[src/rtl/mawst_pkg.sv]
// ----------------------------------------------------------------------------
// mawst_pkg
// Shared types and constants for the converter moving-average and window
// statistics block.
// ----------------------------------------------------------------------------
`default_nettype none

package mawst_pkg;

  localparam int WINDOW_DEF = 10;

  localparam int CODE_W = 12;
  localparam int VAL_W  = 16;
  localparam int TOT_W  = 16;
  localparam int SUM_W  = 28;
  localparam int CNT_W  = 16;
  localparam int DIV_NW = 32;
  localparam int DIV_DW = 16;
  localparam int FRAC_W = 4;

  localparam logic [CNT_W-1:0] CNT_MAX = {CNT_W{1'b1}};

  localparam logic KIND_SAMPLE = 1'b0;
  localparam logic KIND_REPORT = 1'b1;

  typedef struct packed {
    logic              kind;
    logic [CODE_W-1:0] adc_code;
    logic              link_up;
  } in_item_t;

  typedef struct packed {
    logic              is_report;
    logic              report_valid;
    logic [CODE_W-1:0] latest_code;
    logic [VAL_W-1:0]  smoothed_value;
    logic [CODE_W-1:0] min_code;
    logic [CODE_W-1:0] max_code;
    logic [VAL_W-1:0]  mean_value;
    logic [CNT_W-1:0]  agg_samples;
  } out_item_t;

  typedef enum logic [2:0] {
    ST_IDLE,
    ST_WR,
    ST_TOT,
    ST_SM_GO,
    ST_SM_WAIT,
    ST_MN_GO,
    ST_MN_WAIT,
    ST_OUT
  } state_t;

  typedef struct packed {
    logic              start;
    logic [DIV_NW-1:0] dividend;
    logic [DIV_DW-1:0] divisor;
  } div_req_t;

  typedef struct packed {
    logic wr;
    logic upd;
  } ring_ctl_t;

endpackage

`default_nettype wire

[src/rtl/mawst_div.sv]
// ----------------------------------------------------------------------------
// mawst_div
// Shared restoring divider, one quotient bit per cycle. The quotient is
// known to fit in 16 bits (upper dividend half below the divisor).
// ----------------------------------------------------------------------------
`default_nettype none

module mawst_div (
  input  wire logic                           clk,
  input  wire logic                           rst_n,
  input  wire mawst_pkg::div_req_t            req,
  output logic                                done,
  output logic [mawst_pkg::DIV_DW-1:0]        quotient
);

  localparam int DW = mawst_pkg::DIV_DW;
  localparam int CW = $clog2(DW);

  logic          busy_r, busy_nxt;
  logic          done_r, done_nxt;
  logic [CW-1:0] cnt_r, cnt_nxt;
  logic [DW-1:0] rem_r, rem_nxt;
  logic [DW-1:0] quo_r, quo_nxt;
  logic [DW-1:0] dvs_r, dvs_nxt;
  logic [DW:0]   trial;
  logic          qbit;

  assign trial = {rem_r, quo_r[DW-1]};
  assign qbit  = (trial >= {1'b0, dvs_r});

  always_comb begin
    busy_nxt = busy_r;
    done_nxt = 1'b0;
    cnt_nxt  = cnt_r;
    rem_nxt  = rem_r;
    quo_nxt  = quo_r;
    dvs_nxt  = dvs_r;
    if (req.start) begin
      busy_nxt = 1'b1;
      cnt_nxt  = CW'(DW - 1);
      rem_nxt  = req.dividend[2*DW-1:DW];
      quo_nxt  = req.dividend[DW-1:0];
      dvs_nxt  = req.divisor;
    end else if (busy_r) begin
      rem_nxt = qbit ? DW'(trial - {1'b0, dvs_r}) : trial[DW-1:0];
      quo_nxt = {quo_r[DW-2:0], qbit};
      cnt_nxt = cnt_r - 1'b1;
      if (cnt_r == '0) begin
        busy_nxt = 1'b0;
        done_nxt = 1'b1;
      end
    end
  end

  always_ff @(posedge clk) begin
    if (!rst_n) begin
      busy_r <= 1'b0;
      done_r <= 1'b0;
      cnt_r  <= '0;
    end else begin
      busy_r <= busy_nxt;
      done_r <= done_nxt;
      cnt_r  <= cnt_nxt;
    end
    rem_r <= rem_nxt;
    quo_r <= quo_nxt;
    dvs_r <= dvs_nxt;
  end

  assign done     = done_r;
  assign quotient = quo_r;

endmodule

`default_nettype wire

[src/rtl/mawst_ring.sv]
// ----------------------------------------------------------------------------
// mawst_ring
// Ring of the last WINDOW sample codes with running total and fill count.
// ----------------------------------------------------------------------------
`default_nettype none

module mawst_ring #(
  parameter int WINDOW = mawst_pkg::WINDOW_DEF
) (
  input  wire logic                              clk,
  input  wire logic                              rst_n,
  input  wire mawst_pkg::ring_ctl_t              ctl,
  input  wire logic [mawst_pkg::CODE_W-1:0]      code,
  output logic [mawst_pkg::TOT_W-1:0]            total,
  output logic [$clog2(WINDOW+1)-1:0]            fill
);

  localparam int CW    = mawst_pkg::CODE_W;
  localparam int TW    = mawst_pkg::TOT_W;
  localparam int FW    = $clog2(WINDOW + 1);
  localparam int PW    = (WINDOW > 1) ? $clog2(WINDOW) : 1;

  logic [CW-1:0] store [WINDOW];
  logic [CW-1:0] old_r;
  logic [PW-1:0] pos_r, pos_nxt;
  logic [FW-1:0] fill_r, fill_nxt;
  logic [TW-1:0] total_r, total_nxt;
  logic          full;

  assign full = (fill_r >= FW'(WINDOW));

  // read-before-write: old_r gets the entry being replaced
  always_ff @(posedge clk) begin
    if (ctl.wr) begin
      old_r        <= store[pos_r];
      store[pos_r] <= code;
    end
  end

  always_comb begin
    pos_nxt   = pos_r;
    fill_nxt  = fill_r;
    total_nxt = total_r;
    if (ctl.upd) begin
      total_nxt = total_r + TW'(code) - (full ? TW'(old_r) : '0);
      if (!full) begin
        fill_nxt = fill_r + 1'b1;
      end
      pos_nxt = (pos_r == PW'(WINDOW - 1)) ? '0 : PW'(pos_r + 1'b1);
    end
  end

  always_ff @(posedge clk) begin
    if (!rst_n) begin
      pos_r   <= '0;
      fill_r  <= '0;
      total_r <= '0;
    end else begin
      pos_r   <= pos_nxt;
      fill_r  <= fill_nxt;
      total_r <= total_nxt;
    end
  end

  assign total = total_r;
  assign fill  = fill_r;

endmodule

`default_nettype wire

[src/rtl/adc_moving_average_window_stats_top.sv]
// ----------------------------------------------------------------------------
// adc_moving_average_window_stats_top
// Converter sample moving average with min, max, mean and count aggregate.
// ----------------------------------------------------------------------------
// sample: accept, ring write, ring total, then two passes through the shared
//   divider (window average, then aggregate mean), then the output state
// report tick: straight from accept to the output state, mean is kept precomputed
// one transaction in flight: the next accept waits until the output state is left
// synchronous active-low reset clears control, ring pointers and aggregate;
//   the sample ring itself is not cleared and needs no clearing pass
`default_nettype none

module adc_moving_average_window_stats_top #(
  parameter int WINDOW = mawst_pkg::WINDOW_DEF
) (
  input  wire logic                  clk,
  input  wire logic                  rst_n,
  input  wire logic                  in_valid,
  output logic                       in_stall,
  input  wire mawst_pkg::in_item_t   in_data,
  output logic                       out_valid,
  input  wire logic                  out_stall,
  output mawst_pkg::out_item_t       out_data
);

  localparam int CW = mawst_pkg::CODE_W;
  localparam int VW = mawst_pkg::VAL_W;
  localparam int SW = mawst_pkg::SUM_W;
  localparam int NW = mawst_pkg::CNT_W;
  localparam int FW = $clog2(WINDOW + 1);

  mawst_pkg::state_t    state_r, state_nxt;
  mawst_pkg::in_item_t  item_r;
  mawst_pkg::out_item_t out_data_r, out_data_nxt;
  mawst_pkg::ring_ctl_t ring_ctl;
  mawst_pkg::div_req_t  div_req;

  logic                 out_valid_r, out_valid_nxt;
  logic                 accept, out_load, div_done;
  logic [VW-1:0]        quotient;
  logic [mawst_pkg::TOT_W-1:0] win_total;
  logic [FW-1:0]        win_fill;

  logic          present_r;
  logic [CW-1:0] latest_r, low_r, high_r;
  logic [VW-1:0] smooth_r, mean_r;
  logic [SW-1:0] sum_r;
  logic [NW-1:0] count_r;
  logic          rep_ok;

  mawst_ring #(.WINDOW(WINDOW)) u_ring (
    .clk   (clk),
    .rst_n (rst_n),
    .ctl   (ring_ctl),
    .code  (item_r.adc_code),
    .total (win_total),
    .fill  (win_fill)
  );

  mawst_div u_div (
    .clk      (clk),
    .rst_n    (rst_n),
    .req      (div_req),
    .done     (div_done),
    .quotient (quotient)
  );

  assign accept = in_valid && !in_stall;
  assign rep_ok = item_r.link_up && present_r;

  // next state
  always_comb begin
    state_nxt = state_r;
    unique case (state_r)
      mawst_pkg::ST_IDLE: begin
        if (in_valid) begin
          state_nxt = (in_data.kind == mawst_pkg::KIND_REPORT) ? mawst_pkg::ST_OUT
                                                               : mawst_pkg::ST_WR;
        end
      end
      mawst_pkg::ST_WR:      state_nxt = mawst_pkg::ST_TOT;
      mawst_pkg::ST_TOT:     state_nxt = mawst_pkg::ST_SM_GO;
      mawst_pkg::ST_SM_GO:   state_nxt = mawst_pkg::ST_SM_WAIT;
      mawst_pkg::ST_SM_WAIT: if (div_done) state_nxt = mawst_pkg::ST_MN_GO;
      mawst_pkg::ST_MN_GO:   state_nxt = mawst_pkg::ST_MN_WAIT;
      mawst_pkg::ST_MN_WAIT: if (div_done) state_nxt = mawst_pkg::ST_OUT;
      mawst_pkg::ST_OUT:     if (!out_valid_r || !out_stall) state_nxt = mawst_pkg::ST_IDLE;
      default:               state_nxt = mawst_pkg::ST_IDLE;
    endcase
  end

  // sequencer outputs
  always_comb begin
    in_stall         = 1'b1;
    ring_ctl         = '0;
    div_req          = '0;
    out_load         = 1'b0;
    unique case (state_r)
      mawst_pkg::ST_IDLE:  in_stall = 1'b0;
      mawst_pkg::ST_WR:    ring_ctl.wr = 1'b1;
      mawst_pkg::ST_TOT:   ring_ctl.upd = 1'b1;
      mawst_pkg::ST_SM_GO: begin
        div_req.start    = 1'b1;
        div_req.dividend = {{(mawst_pkg::DIV_NW - mawst_pkg::TOT_W - mawst_pkg::FRAC_W){1'b0}},
                            win_total, {mawst_pkg::FRAC_W{1'b0}}};
        div_req.divisor  = mawst_pkg::DIV_DW'(win_fill);
      end
      mawst_pkg::ST_MN_GO: begin
        div_req.start    = 1'b1;
        div_req.dividend = {sum_r, {mawst_pkg::FRAC_W{1'b0}}};
        div_req.divisor  = count_r;
      end
      mawst_pkg::ST_SM_WAIT, mawst_pkg::ST_MN_WAIT: ;
      mawst_pkg::ST_OUT:   out_load = !out_valid_r || !out_stall;
      default: ;
    endcase
  end

  // result payload
  always_comb begin
    out_data_nxt = '0;
    if (item_r.kind == mawst_pkg::KIND_REPORT) begin
      out_data_nxt.is_report = 1'b1;
    end
    if (item_r.kind == mawst_pkg::KIND_SAMPLE || rep_ok) begin
      out_data_nxt.report_valid   = (item_r.kind == mawst_pkg::KIND_REPORT);
      out_data_nxt.latest_code    = latest_r;
      out_data_nxt.smoothed_value = smooth_r;
      out_data_nxt.min_code       = low_r;
      out_data_nxt.max_code       = high_r;
      out_data_nxt.mean_value     = mean_r;
      out_data_nxt.agg_samples    = count_r;
    end
  end

  always_comb begin
    out_valid_nxt = out_valid_r && out_stall;
    if (out_load) begin
      out_valid_nxt = 1'b1;
    end
  end

  always_ff @(posedge clk) begin
    if (accept) begin
      item_r <= in_data;
    end
    if (out_load) begin
      out_data_r <= out_data_nxt;
    end
  end

  always_ff @(posedge clk) begin
    if (!rst_n) begin
      state_r     <= mawst_pkg::ST_IDLE;
      out_valid_r <= 1'b0;
      present_r   <= 1'b0;
      latest_r    <= '0;
      smooth_r    <= '0;
      low_r       <= '0;
      high_r      <= '0;
      sum_r       <= '0;
      count_r     <= '0;
      mean_r      <= '0;
    end else begin
      state_r     <= state_nxt;
      out_valid_r <= out_valid_nxt;
      if (state_r == mawst_pkg::ST_TOT) begin
        latest_r <= item_r.adc_code;
        if (!present_r) begin
          present_r <= 1'b1;
          low_r     <= item_r.adc_code;
          high_r    <= item_r.adc_code;
          sum_r     <= SW'(item_r.adc_code);
          count_r   <= NW'(1);
        end else begin
          if (item_r.adc_code < low_r) low_r <= item_r.adc_code;
          if (item_r.adc_code > high_r) high_r <= item_r.adc_code;
          // count saturated: total and count hold so the mean stays put
          if (count_r != mawst_pkg::CNT_MAX) begin
            sum_r   <= sum_r + SW'(item_r.adc_code);
            count_r <= count_r + 1'b1;
          end
        end
      end
      if (state_r == mawst_pkg::ST_SM_WAIT && div_done) begin
        smooth_r <= quotient;
      end
      if (state_r == mawst_pkg::ST_MN_WAIT && div_done) begin
        mean_r <= quotient;
      end
      // a valid report empties the aggregate
      if (out_load && item_r.kind == mawst_pkg::KIND_REPORT && rep_ok) begin
        present_r <= 1'b0;
        latest_r  <= '0;
        smooth_r  <= '0;
        low_r     <= '0;
        high_r    <= '0;
        sum_r     <= '0;
        count_r   <= '0;
        mean_r    <= '0;
      end
    end
  end

  assign out_valid = out_valid_r;
  assign out_data  = out_data_r;

endmodule

`default_nettype wire

[config.mk]
export PLATFORM = sky130hd
export DESIGN_NAME = adc_moving_average_window_stats_top
export DESIGN_NICKNAME = d
export VERILOG_FILES = /design/src/rtl/mawst_pkg.sv /design/src/rtl/mawst_div.sv /design/src/rtl/mawst_ring.sv /design/src/rtl/adc_moving_average_window_stats_top.sv
export SDC_FILE = /design/constraint.sdc
export NUM_CORES = 1
export LEC_CHECK = 0
export BUFFER_PORTS_ARGS = -buffer_cell sky130_fd_sc_hd__buf_2
export CORE_UTILIZATION = 49
export CTS_BUF_LIST = sky130_fd_sc_hd__clkbuf_4 sky130_fd_sc_hd__clkbuf_8
export CTS_CLUSTER_SIZE = 8
export DETAILED_ROUTE_END_ITERATION = 10
export PLACE_DENSITY = 0.77
export SYNTH_ARGS = -nofsm -noshare
export SYNTH_HDL_FRONTEND = slang
export SYNTH_SLANG_ARGS = --single-unit
[constraint.sdc]
create_clock -name clk -period 8.6 [get_ports clk]
set_input_delay 1.29 -clock clk [delete_from_list [all_inputs] [get_ports clk]]
set_output_delay 1.29 -clock clk [all_outputs]
set_load 0.1 [all_outputs]
# After elaboration in Yosys (flattened, before gate mapping)

Memory sizes are Yosys's and may differ from the RTL's. A register that Yosys moved wholly into a read port is not among the register bits.
Index checks and enable logic that the tools add are counted.

Add/subtract/negate cells: 8
Multiplexer cells: 36
Reductions and logical operators: 21
Bitwise operators: 4
Magnitude comparators: 4
Equality and inequality tests: 16

Operator list:

| cell                                                                     | number |
|---|---|
| 16-bit 2-to-1 mux                                                        | 7 |
| 49-bit case mux with 2 select lines                                      | 1 |
| 12-bit 2-to-1 mux                                                        | 5 |
| 28-bit 2-to-1 mux                                                        | 2 |
| 16-bit subtractor                                                        | 2 |
| 28-bit by 12-bit adder with 28-bit output                                | 1 |
| 3-bit case mux with 8 select lines                                       | 1 |
| 17-bit by 16-bit greater-or-equal comparator with 1-bit output           | 1 |
| 16-bit by 1-bit adder with 16-bit output (second input constant)         | 1 |
| 16-bit by 12-bit adder with 16-bit output                                | 1 |
| 16-bit inequality test (second input constant)                           | 1 |
| 3-bit 2-to-1 mux                                                         | 5 |
| 3-bit equality test (second input constant)                              | 4 |
| 12-bit > comparator                                                      | 1 |
| 12-bit < comparator                                                      | 1 |
| 1-bit 2-to-1 mux                                                         | 12 |
| 4-bit 2-to-1 mux                                                         | 3 |
| 2-bit by 1-bit inequality test with 1-bit output (second input constant) | 5 |
| 4-bit by 1-bit adder with 4-bit output (second input constant)           | 2 |
| 2-bit AND reduction                                                      | 4 |
| 1-bit logical AND                                                        | 7 |
| 3-bit by 2-bit equality test with 1-bit output (second input constant)   | 2 |
| 4-bit equality test (second input constant)                              | 1 |
| 4-bit greater-or-equal comparator (second input constant)                | 1 |
| 12 further kinds                                                         | 18 |

Memories: 1
Output and inout port bits: 88
Register bits: 295
Memory bits (writable): 120
Logic and storage cells: 120
Input port bits: 18

Memories:

| name         | words | width | rd ports | clocked after memory_dff | write ports | line             | text |
|---|---|---|---|---|---|---|---|
| u_ring.store | 10    | 12    | 1        | 1                        | 1           | mawst_ring.sv:23 | `logic [CW-1:0] store [WINDOW];` |

# Longest topological paths before layout

Gate-level depths: netlist of the first run.

Word-level depth: 6
Depth in mapped cells: 16
Depth with buffers taken out: 15

# Modules after synthesis

A second synthesis of the first run with hierarchy kept.

Cell total of the unflattened synthesis: 1777
Area total of the unflattened synthesis: 20203.1 sq um

By module, submodules not included:

| module                              | times used | cells each | area an instance (sq um) | sequential area each (sq um) |
|---|---|---|---|---|
| adc_moving_average_window_stats_top | 1          | 973        | 9875.7                   | 5345.1 |
| mawst_ring                          | 1          | 522        | 7213.2                   | 4444.3 |
| mawst_div                           | 1          | 282        | 3114.2                   | 1561.5 |

# Least setup slack after synthesis of the first run

Ideal clock, no wire load.

Path type: input-to-reg
Start point: input port out_stall
End point: register count_r[10]
Data required time: 8.472 ns
Arrival time: 6.831 ns
Slack: 1.642 ns
Buffers on the path: 1
Library setup time: 0.128 ns
Stages: 5
Cells stage by stage: a21oi_1 -> a21boi_2 -> o21ai_1 -> clkbuf_1 -> nor2_1

Cells in the longest elaborated chain, start to end: 6

RTL lines:

| what                                | line                                       | text |
|---|---|---|
| from (decl)                         | adc_moving_average_window_stats_top.sv:22  | `input wire logic out_stall,` |
| 1-bit zero test                     | adc_moving_average_window_stats_top.sv:114 | `mawst_pkg::ST_OUT: out_load = !out_valid_r \|\| !out_stall;` |
| 1-bit logical OR                    | adc_moving_average_window_stats_top.sv:114 |  |
| 1-bit 2-to-1 mux                    | adc_moving_average_window_stats_top.sv:98  | `unique case (state_r)` |
| 1-bit logical AND (2 in a row)      | adc_moving_average_window_stats_top.sv:192 | `if (out_load && item_r.kind == mawst_pkg::KIND_REPORT && rep_ok) begin` |
| 2-bit OR reduction (no source line) | n/a                                        |  |
| to (signal assigned)                | adc_moving_average_window_stats_top.sv:181 | `count_r <= count_r + 1'b1;` |
| to (decl)                           | adc_moving_average_window_stats_top.sv:48  | `logic [NW-1:0] count_r;` |

Every way passes these cells.
A chain may end at the register's enable or synchronous reset.

# Final worst setup path of the first run

Start point: register u_ring.fill_r[0], in the netlist u_ring.fill[0]
End point: register u_ring.total_r[12], in the netlist u_ring.total[12]

Cells in the longest elaborated chain, start to end: 3

RTL lines:

| what                              | line             | text |
|---|---|---|
| from (decl)                       | mawst_ring.sv:26 | `logic [FW-1:0] fill_r, fill_nxt;` |
| from (signal assigned)            | mawst_ring.sv:60 | `fill_r <= fill_nxt;` |
| 4-bit greater-or-equal comparator | mawst_ring.sv:30 | `assign full = (fill_r >= FW'(WINDOW));` |
| 12-bit 2-to-1 mux                 | mawst_ring.sv:45 | `total_nxt = total_r + TW'(code) - (full ? TW'(old_r) : '0);` |
| 16-bit subtractor                 | mawst_ring.sv:45 |  |
| to (signal assigned)              | mawst_ring.sv:61 | `total_r <= total_nxt;` |
| to (decl)                         | mawst_ring.sv:27 | `logic [TW-1:0] total_r, total_nxt;` |

Every way passes these cells.

==> impl_metrics.env, run 1 <==
export IMPL_dr_first_iter_drc_count=1080
export IMPL_sinks_on_clock_net=427
export IMPL_synth_yosys_seq_area_share_pct=57.23
export IMPL_timing_hold_violations_final=0
export IMPL_cts_tree="yes"
export IMPL_max_slew_worst_pin_slew_ps=1261
export IMPL_initial_utilization_pct=49.80
export IMPL_synth_area_sq_um=19830
export IMPL_yosys_register_bits=427
export IMPL_yosysTopAreaCell="sky130_fd_sc_hd__edfxtp_1"
export IMPL_clock_fmax_mhz=248.8
export IMPL_worst_setup_hold_path_clk_slew_ps=70
export IMPL_power_ir_vdd_worst_mv=0.2109
export IMPL_buffer_ports_inserted=105
export IMPL_cts_buffers=68
export IMPL_pin_count=106
export IMPL_grt_antenna_before_repair=0
export IMPL_power_static_leakage_nw=8.384
export IMPL_post_drt_via_cell_ratio=5.646
export IMPL_synth_fp_nets=1843
export IMPL_num_rows=73
export IMPL_min_delay_worst_type="reg -> reg"
export IMPL_detail_route_first_pass_iterations=8
export IMPL_post_cts_sizing=0
export IMPL_antenna_left=0
export IMPL_synthArstFlopShare_pct=0
export IMPL_die_area_sq_um=41280
export IMPL_setup_viol=0
export IMPL_antenna_cells=0
export IMPL_most_common_layout_cells="sky130_fd_sc_hd__edfxtp_1, sky130_fd_sc_hd__nand2_1, sky130_fd_sc_hd__dfxtp_1"
export IMPL_timing_setup_critical_path_class="reg -> reg"
export IMPL_largest_clock_skew_in_the_final_design_ps=27.33
export IMPL_fp_coreArea_sq_um=39820
export IMPL_layout_area_growth_over_synthesis_pct=12.88
export IMPL_layout_nets=1968
export IMPL_cts_hold_fix_buffers=0
export IMPL_slew_headroom_pct=15.64
export IMPL_overflow=0
export IMPL_pins_over_slew_limit=0
export IMPL_syn_mean_instance_area_sq_um=11.42
export IMPL_clock_period_minus_final_worst_setup_slack_ps=4020
export IMPL_critical_path_slowest_cell="sky130_fd_sc_hd__fa_1"
export IMPL_via_count=13790
export IMPL_cell_by_cell_trace_of_the_critical_path="inv_1 -> ha_1 -> o31a_1 -> and2_1 -> fa_1 -> inv_1 -> fa_1 -> a21o_1 -> a21oi_1 -> o311ai_0 -> a31oi_1 -> nor2_1 -> o211ai_1 -> o211ai_1"
export IMPL_cts_post_setup_buffers_inserted=0
export IMPL_endpoint_required_time_on_the_critical_path_ps=9050
export IMPL_crit_path_end_kind="register"
export IMPL_syn_instance_count=1736
export IMPL_finalWeightedCongestion=0.8966
export IMPL_drv_cap=0
export IMPL_synthDominantCellAreaShare_pct=42.39
export IMPL_grt_first_pass_wirelength_um=69550
export IMPL_synth_main_ff_cell="sky130_fd_sc_hd__edfxtp_1"
export IMPL_route_detailed_wl_per_inst_um=17.75
export IMPL_grt_pass1_vias=13520
export IMPL_post_synth_main_area_contributors="sky130_fd_sc_hd__edfxtp_1, sky130_fd_sc_hd__dfxtp_1, sky130_fd_sc_hd__ha_1"
export IMPL_grtUsageTotal_pct=21.11
export IMPL_cts_htree_levels=3
export IMPL_synth_yosys_warnings=0
export IMPL_layout_cells_most_common="sky130_fd_sc_hd__edfxtp_1"
export IMPL_clk_latency_ps=590
export IMPL_cp_slowest_stage_delay_ps=480
export IMPL_place_detailed_hpwl_um=28880
export IMPL_drc=0
export IMPL_synth_edf_count=280
export IMPL_worstSetupStartpointType="register"
export IMPL_post_route_util_pct=56.22
export IMPL_p_per_area_nw_per_um2=318.6
export IMPL_synthDistinctLibCells=76
export IMPL_crit_fanout=13
export IMPL_fin_setup_tns_ps=0
export IMPL_clock_tree_root_cell="sky130_fd_sc_hd__clkbuf_8"
export IMPL_result_of_the_run="complete, no violations"
export IMPL_drive_above_1_share_pct=16.48
export IMPL_arr_time_crit_path_ps=4470
export IMPL_dieHeight_um=203.2
export IMPL_chipWidth_um=203.2
export IMPL_grt_max_degree=85
export IMPL_cts_buffer_depth=3
export IMPL_post_route_period_util_pct=46.74
export IMPL_postRouteWirelength_um=43350
export IMPL_rsz0062_at_grt="false"
==> sequential cells by signal, summed over array words and instances (netlist names), 3 cells and up <==
signal and cells:
u_ring.store 120, u_ring.fill 4, state_r 3, u_div.dvs_r 16, u_div.cnt_r 4, smooth_r 16
sum_r 28, out_data 86, u_ring.old_r 12, latest_r 12, u_ring.pos_r 4, u_div.quotient 16
u_div.rem_r 16, low_r 12, mean_r 16, u_ring.total 16, count_r 16, item_r 14
high_r 12
==> metrics by stage <==
step / setup WS [ps] / cells / total power [mW] / hold WS (ps) / cell area [sq um]
after floorplan: 1642 / 1736 / 4.754 / 431.8 / 19830
after CTS: 4561 / 2442 / 7.139 / 452.6 / 22390
final: 4580 / 2442 / 7.134 / 450.6 / 22390
after detailed placement: 4607 / 2316 / 5.353 / 443.7 / 20960
after global placement: 4772 / 2316 / 5.247 / 436.9 / 20960
after global routing: 4406 / 2442 / 7.546 / 463.2 / 22390
==> per-layer routing <==
metal | GRT usage [%] | wire [um] | share of wire, %
met1 | 28.65 | 18710 | 43
met2 | 34.47 | 20800 | 48
met3 | 3.659 | 2958 | 6.8
met4 | 6.713 | 884 | 2.0
met5 | 0 | 0 | 0
==> final timing paths <==
kind                                      from                to  slack [ps]  cells past startpoint
worst min register to register      mean_r[12]        mean_r[12]         450                      2
worst max-delay path            u_ring.fill[0]  u_ring.total[12]        4580                     14
worst max register to register  u_ring.fill[0]  u_ring.total[12]        4580                     14
worst min-delay path                mean_r[12]        mean_r[12]         450                      2
==> kinds of logic after synthesis <==
group | synth area share (%)
AO/OA/AOI/OAI | 11.58
XOR/XNOR | 2.385
adder cells (fa/ha/maj) | 6.145
buffers and inverters | 3.867
flip-flops | 57.23
multiplexers | 4.997
AND/OR/NAND/NOR | 13.80
==> cell type report <==
cell class	instances	area [sq um]
Tap cell	525	656.9
Fill cell	3204	17440
Clock buffer	118	1355
Inverter	111	416.7
Timing Repair Buffer	139	780.7
Clock inverter	8	76.32
Sequential cell	427	11350
Multi-Input combinational cell	1114	7750
==> critical path: cells and delay by family (launching register included) <==
kind                     cells  cell delay [ps]
buffers and inverters        2              160
AND/OR/NAND/NOR              2              350
flip-flops                   1              390
adder cells (fa/ha/maj)      3             1140
AO/OA/AOI/OAI                7             1830
==> synth_stat cells, drive strengths merged, types with 5 or more instances <==
master   number
or3          10
ha           75
o311ai        5
o21a         15
o211ai       12
mux4         24
nor3         13
a21boi       12
a22oi        16
a31oi         7
o21bai        5
xnor2        28
fa           14
nand2       184
buf          23
inv         111
xor2         26
a211oi       27
or4           5
a21oi       106
nand3        44
o21ai        76
nor2b        84
and3         26
mux2i        42
edfxtp      280
clkbuf       61
a21o         25
o31ai         7
and2         29
and4          5
nand4        16
a2111oi       5
nand2b       17
nor2        102
dfxtp       147
==> report_power, final <==
part           internal, mW  switching [mW]
logic                 0.955            1.61
registers              2.59           0.183
clock network          1.02           0.766
Note: power is estimated with default switching activity, not from simulation.
==> run 2, diff against run 1 <==
- ABC_AREA: not set -> 1
- clock period: 8.6 -> 3.8 ns (I/O delays scaled with it)
==> run 2 against run 1 <==
- non-clock buffer count grew 12
- core utilization rose by 0.41 points
- register-to-register slack lost 4200 ps
- power grew 140%
- sequential power grew 130%
- global-route usage grew 3.5 points
- count of clock-buffer cells in the layout shrank 6
- critical endpoint is now u_ring.total[9]
- highest routed layer is now met5
==> impl_metrics.env, run 2 <==
export IMPL_route_detailed_wl_per_inst_um=17.28
export IMPL_clockPowerShare_pct=25.0
export IMPL_postRouteWirelength_um=52750
export IMPL_fin_setup_tns_ps=0
export IMPL_layout_area_growth_over_synthesis_pct=12.96
export IMPL_layout_cells_most_common="sky130_fd_sc_hd__nand2_1"
export IMPL_drc=0
export IMPL_antenna_cells=0
export IMPL_sinks_on_clock_net=427
export IMPL_p_per_area_nw_per_um2=724.4
export IMPL_worst_path_dominant_cell_family="simple AND/OR/NAND/NOR gates"
export IMPL_min_delay_worst_type="in -> reg"
export IMPL_timing_setup_critical_path_class="reg -> reg"
export IMPL_syn_mean_instance_area_sq_um=8.896
export IMPL_synth_yosys_seq_area_share_pct=54.83
export IMPL_timing_hold_violations_final=0
export IMPL_cts_tree="yes"
export IMPL_share_comb_of_total_power_pct=37.9
export IMPL_top_register="u_ring.store"
export IMPL_critical_path_slowest_cell="sky130_fd_sc_hd__fa_1"
export IMPL_clock_fmax_mhz=296.4
export IMPL_clock_tree_root_cell="sky130_fd_sc_hd__clkbuf_8"
export IMPL_detail_route_first_pass_iterations=7
export IMPL_initial_utilization_pct=50.13
export IMPL_dr_first_iter_drc_count=1357
export IMPL_power_ir_vdd_worst_mv=0.4581
export IMPL_dieHeight_um=207.5
export IMPL_arr_time_crit_path_ps=3910
export IMPL_grt_first_pass_wirelength_um=83790
export IMPL_cts_post_setup_buffers_inserted=0
export IMPL_cell_by_cell_trace_of_the_critical_path="inv_1 -> ha_1 -> nor3_1 -> nor2_1 -> inv_1 -> nor2_1 -> fa_1 -> inv_1 -> ha_1 -> or2_2 -> nand3_1 -> nand2_1 -> a21oi_1 -> or2_2 -> nand3_1 -> nand2_1 -> inv_1"
export IMPL_drive_above_1_share_pct=12.54
export IMPL_largest_reg_flops=120
export IMPL_synth_fp_nets=2434
export IMPL_p_sw_share_pct=39.91
export IMPL_max_slew_worst_pin_slew_ps=1023
export IMPL_grt_max_degree=62
export IMPL_cts_buffer_depth=3
export IMPL_dp_slack_ps=470.7
export IMPL_synth_yosys_warnings=0
export IMPL_die_area_sq_um=43070
export IMPL_buffer_ports_inserted=105
export IMPL_ys_top_cells_by_count="sky130_fd_sc_hd__nand2_1, sky130_fd_sc_hd__inv_1, sky130_fd_sc_hd__edfxtp_1"
export IMPL_num_rows=74
export IMPL_worst_path_buf_inv=4
export IMPL_post_route_period_util_pct=88.79
export IMPL_cts_buffers=74
export IMPL_worst_slack_ps=426.1
export IMPL_slew_headroom_pct=31.77
export IMPL_clk_latency_ps=650
export IMPL_chipWidth_um=207.5
export IMPL_post_cts_sizing=0
export IMPL_yosys_cell_count_top_type="sky130_fd_sc_hd__nand2_1"
export IMPL_largest_clock_skew_in_the_final_design_ps=19.85
export IMPL_synth_edf_count=280
export IMPL_rsz0062_at_grt="false"
export IMPL_layout_nets=2571
export IMPL_setup_reg_to_reg_worst_slack_ps=430
export IMPL_placed_cell_area_sq_um=21880
export IMPL_pins_over_slew_limit=0
export IMPL_pin_count=106
export IMPL_result_of_the_run="complete, no violations"
export IMPL_antenna_left=0
export IMPL_worst_setup_hold_path_clk_slew_ps=60
export IMPL_grt_pass1_vias=15940
export IMPL_critical_path_top_cell_by_count="sky130_fd_sc_hd__inv_1"
export IMPL_post_drt_via_cell_ratio=5.447
export IMPL_drv_cap=0
export IMPL_worstSetupStartpointType="register"
export IMPL_post_route_util_pct=56.63
export IMPL_grtUsageTotal_pct=24.60
export IMPL_syn_instance_count=2327
export IMPL_cts_hold_fix_buffers=0
export IMPL_post_synth_main_area_contributors="sky130_fd_sc_hd__edfxtp_1, sky130_fd_sc_hd__dfxtp_1, sky130_fd_sc_hd__nand2_1"
export IMPL_power_share_sequential_pct=37.1
export IMPL_overflow=0
export IMPL_synth_area_sq_um=20700
export IMPL_p_sw_mw=6.761
export IMPL_synthArstFlopShare_pct=0
export IMPL_internal_power_mw=10.18
export IMPL_synth_main_ff_cell="sky130_fd_sc_hd__edfxtp_1"
export IMPL_cts_htree_levels=3
export IMPL_crit_path_end_kind="register"
export IMPL_fp_coreArea_sq_um=41290
export IMPL_placed_cells=2920
export IMPL_instances_no_fill=3052
export IMPL_endpoint_required_time_on_the_critical_path_ps=4340
export IMPL_via_count=16620
export IMPL_most_common_layout_cells="sky130_fd_sc_hd__nand2_1, sky130_fd_sc_hd__inv_1, sky130_fd_sc_hd__edfxtp_1"
export IMPL_power_static_leakage_nw=9.389
export IMPL_yosysTopAreaCell="sky130_fd_sc_hd__edfxtp_1"
export IMPL_yosys_register_bits=427
export IMPL_place_detailed_hpwl_um=36690
export IMPL_finalInstanceArea_sq_um=23380
export IMPL_grt_antenna_before_repair=1
export IMPL_synthDistinctLibCells=47
export IMPL_cp_slowest_stage_delay_ps=490
export IMPL_synthDominantCellAreaShare_pct=40.62
export IMPL_finalWeightedCongestion=0.9348
export IMPL_clock_period_minus_final_worst_setup_slack_ps=3374
export IMPL_setup_viol=0
export IMPL_crit_fanout=9
[run 2: cell families (layout without fill, tap and decap cells)]
kind of cell / Yosys count / count (layout) / share of synthesized area [%]
AO/OA/AOI/OAI: 315 / 315 / 8.812
XOR/XNOR: 21 / 21 / 0.8885
adder cells (fa/ha/maj): 89 / 89 / 5.887
buffers and inverters: 434 / 627 / 8.184
flip-flops: 427 / 427 / 54.83
AND/OR/NAND/NOR: 1041 / 1041 / 21.40
[run 2: power groups by stage]
stage          combinational (mW)  sequential, mW  clock (mW)
4_1_cts                      6.36            6.27        4.32
2_1_floorplan                4.38            6.64           0
3_3_place_gp                 6.19            6.34           0
3_5_place_dp                 6.33            6.36           0
5_1_grt                      7.19            6.34        4.50
6_report                     6.41            6.29        4.24
[run 2: final timing paths]
path	to	cells past startpoint	start
max	u_ring.total[9]	17	u_ring.fill[0]
min	item_r[9]	1	in_data[9]
max reg2reg	u_ring.total[9]	17	u_ring.fill[0]
min reg2reg	latest_r[11]	2	latest_r[11]
[run 2: cell type report]
| type | instances | area [sq um] |
|---|---|---|
| Fill cell | 3566 | 17910 |
| Sequential cell | 427 | 11350 |
| Multi-Input combinational cell | 1466 | 7674 |
| Clock buffer | 112 | 1373 |
| Inverter | 344 | 1291 |
| Timing Repair Buffer | 151 | 895.9 |
| Tap cell | 532 | 665.6 |
| Clock inverter | 20 | 133.9 |
[run 2: worst reg2reg max path, stage by stage, from the launching register on]
cell and delay (ps):
sky130_fd_sc_hd__dfxtp_1 360, sky130_fd_sc_hd__inv_1 100, sky130_fd_sc_hd__ha_1 200, sky130_fd_sc_hd__nor3_1 130
sky130_fd_sc_hd__nor2_1 60, sky130_fd_sc_hd__inv_1 300, sky130_fd_sc_hd__nor2_1 110, sky130_fd_sc_hd__fa_1 490
sky130_fd_sc_hd__inv_1 40, sky130_fd_sc_hd__ha_1 340, sky130_fd_sc_hd__or2_2 330, sky130_fd_sc_hd__nand3_1 120
sky130_fd_sc_hd__nand2_1 120, sky130_fd_sc_hd__a21oi_1 240, sky130_fd_sc_hd__or2_2 150, sky130_fd_sc_hd__nand3_1 60
sky130_fd_sc_hd__nand2_1 80, sky130_fd_sc_hd__inv_1 40
[run 2: metrics by stage]
stage	power [mW]	hold WS (ps)
4_1_cts	16.95	54.21
3_5_place_dp	12.69	454.3
2_1_floorplan	11.02	440.9
5_1_grt	18.03	63.27
6_report	16.94	89.45
3_3_place_gp	12.53	448.2
[run 2: per-layer routing]
layer | GRT usage, % | share of wire [%] | vias to the layer above
li1 | - | - | 8001
met1 | 32.56 | 43 | 7784
met2 | 38.99 | 45 | 700
met3 | 5.008 | 7.9 | 136
met4 | 11.25 | 3.6 | 2
met5 | 0 | 0.019 | -
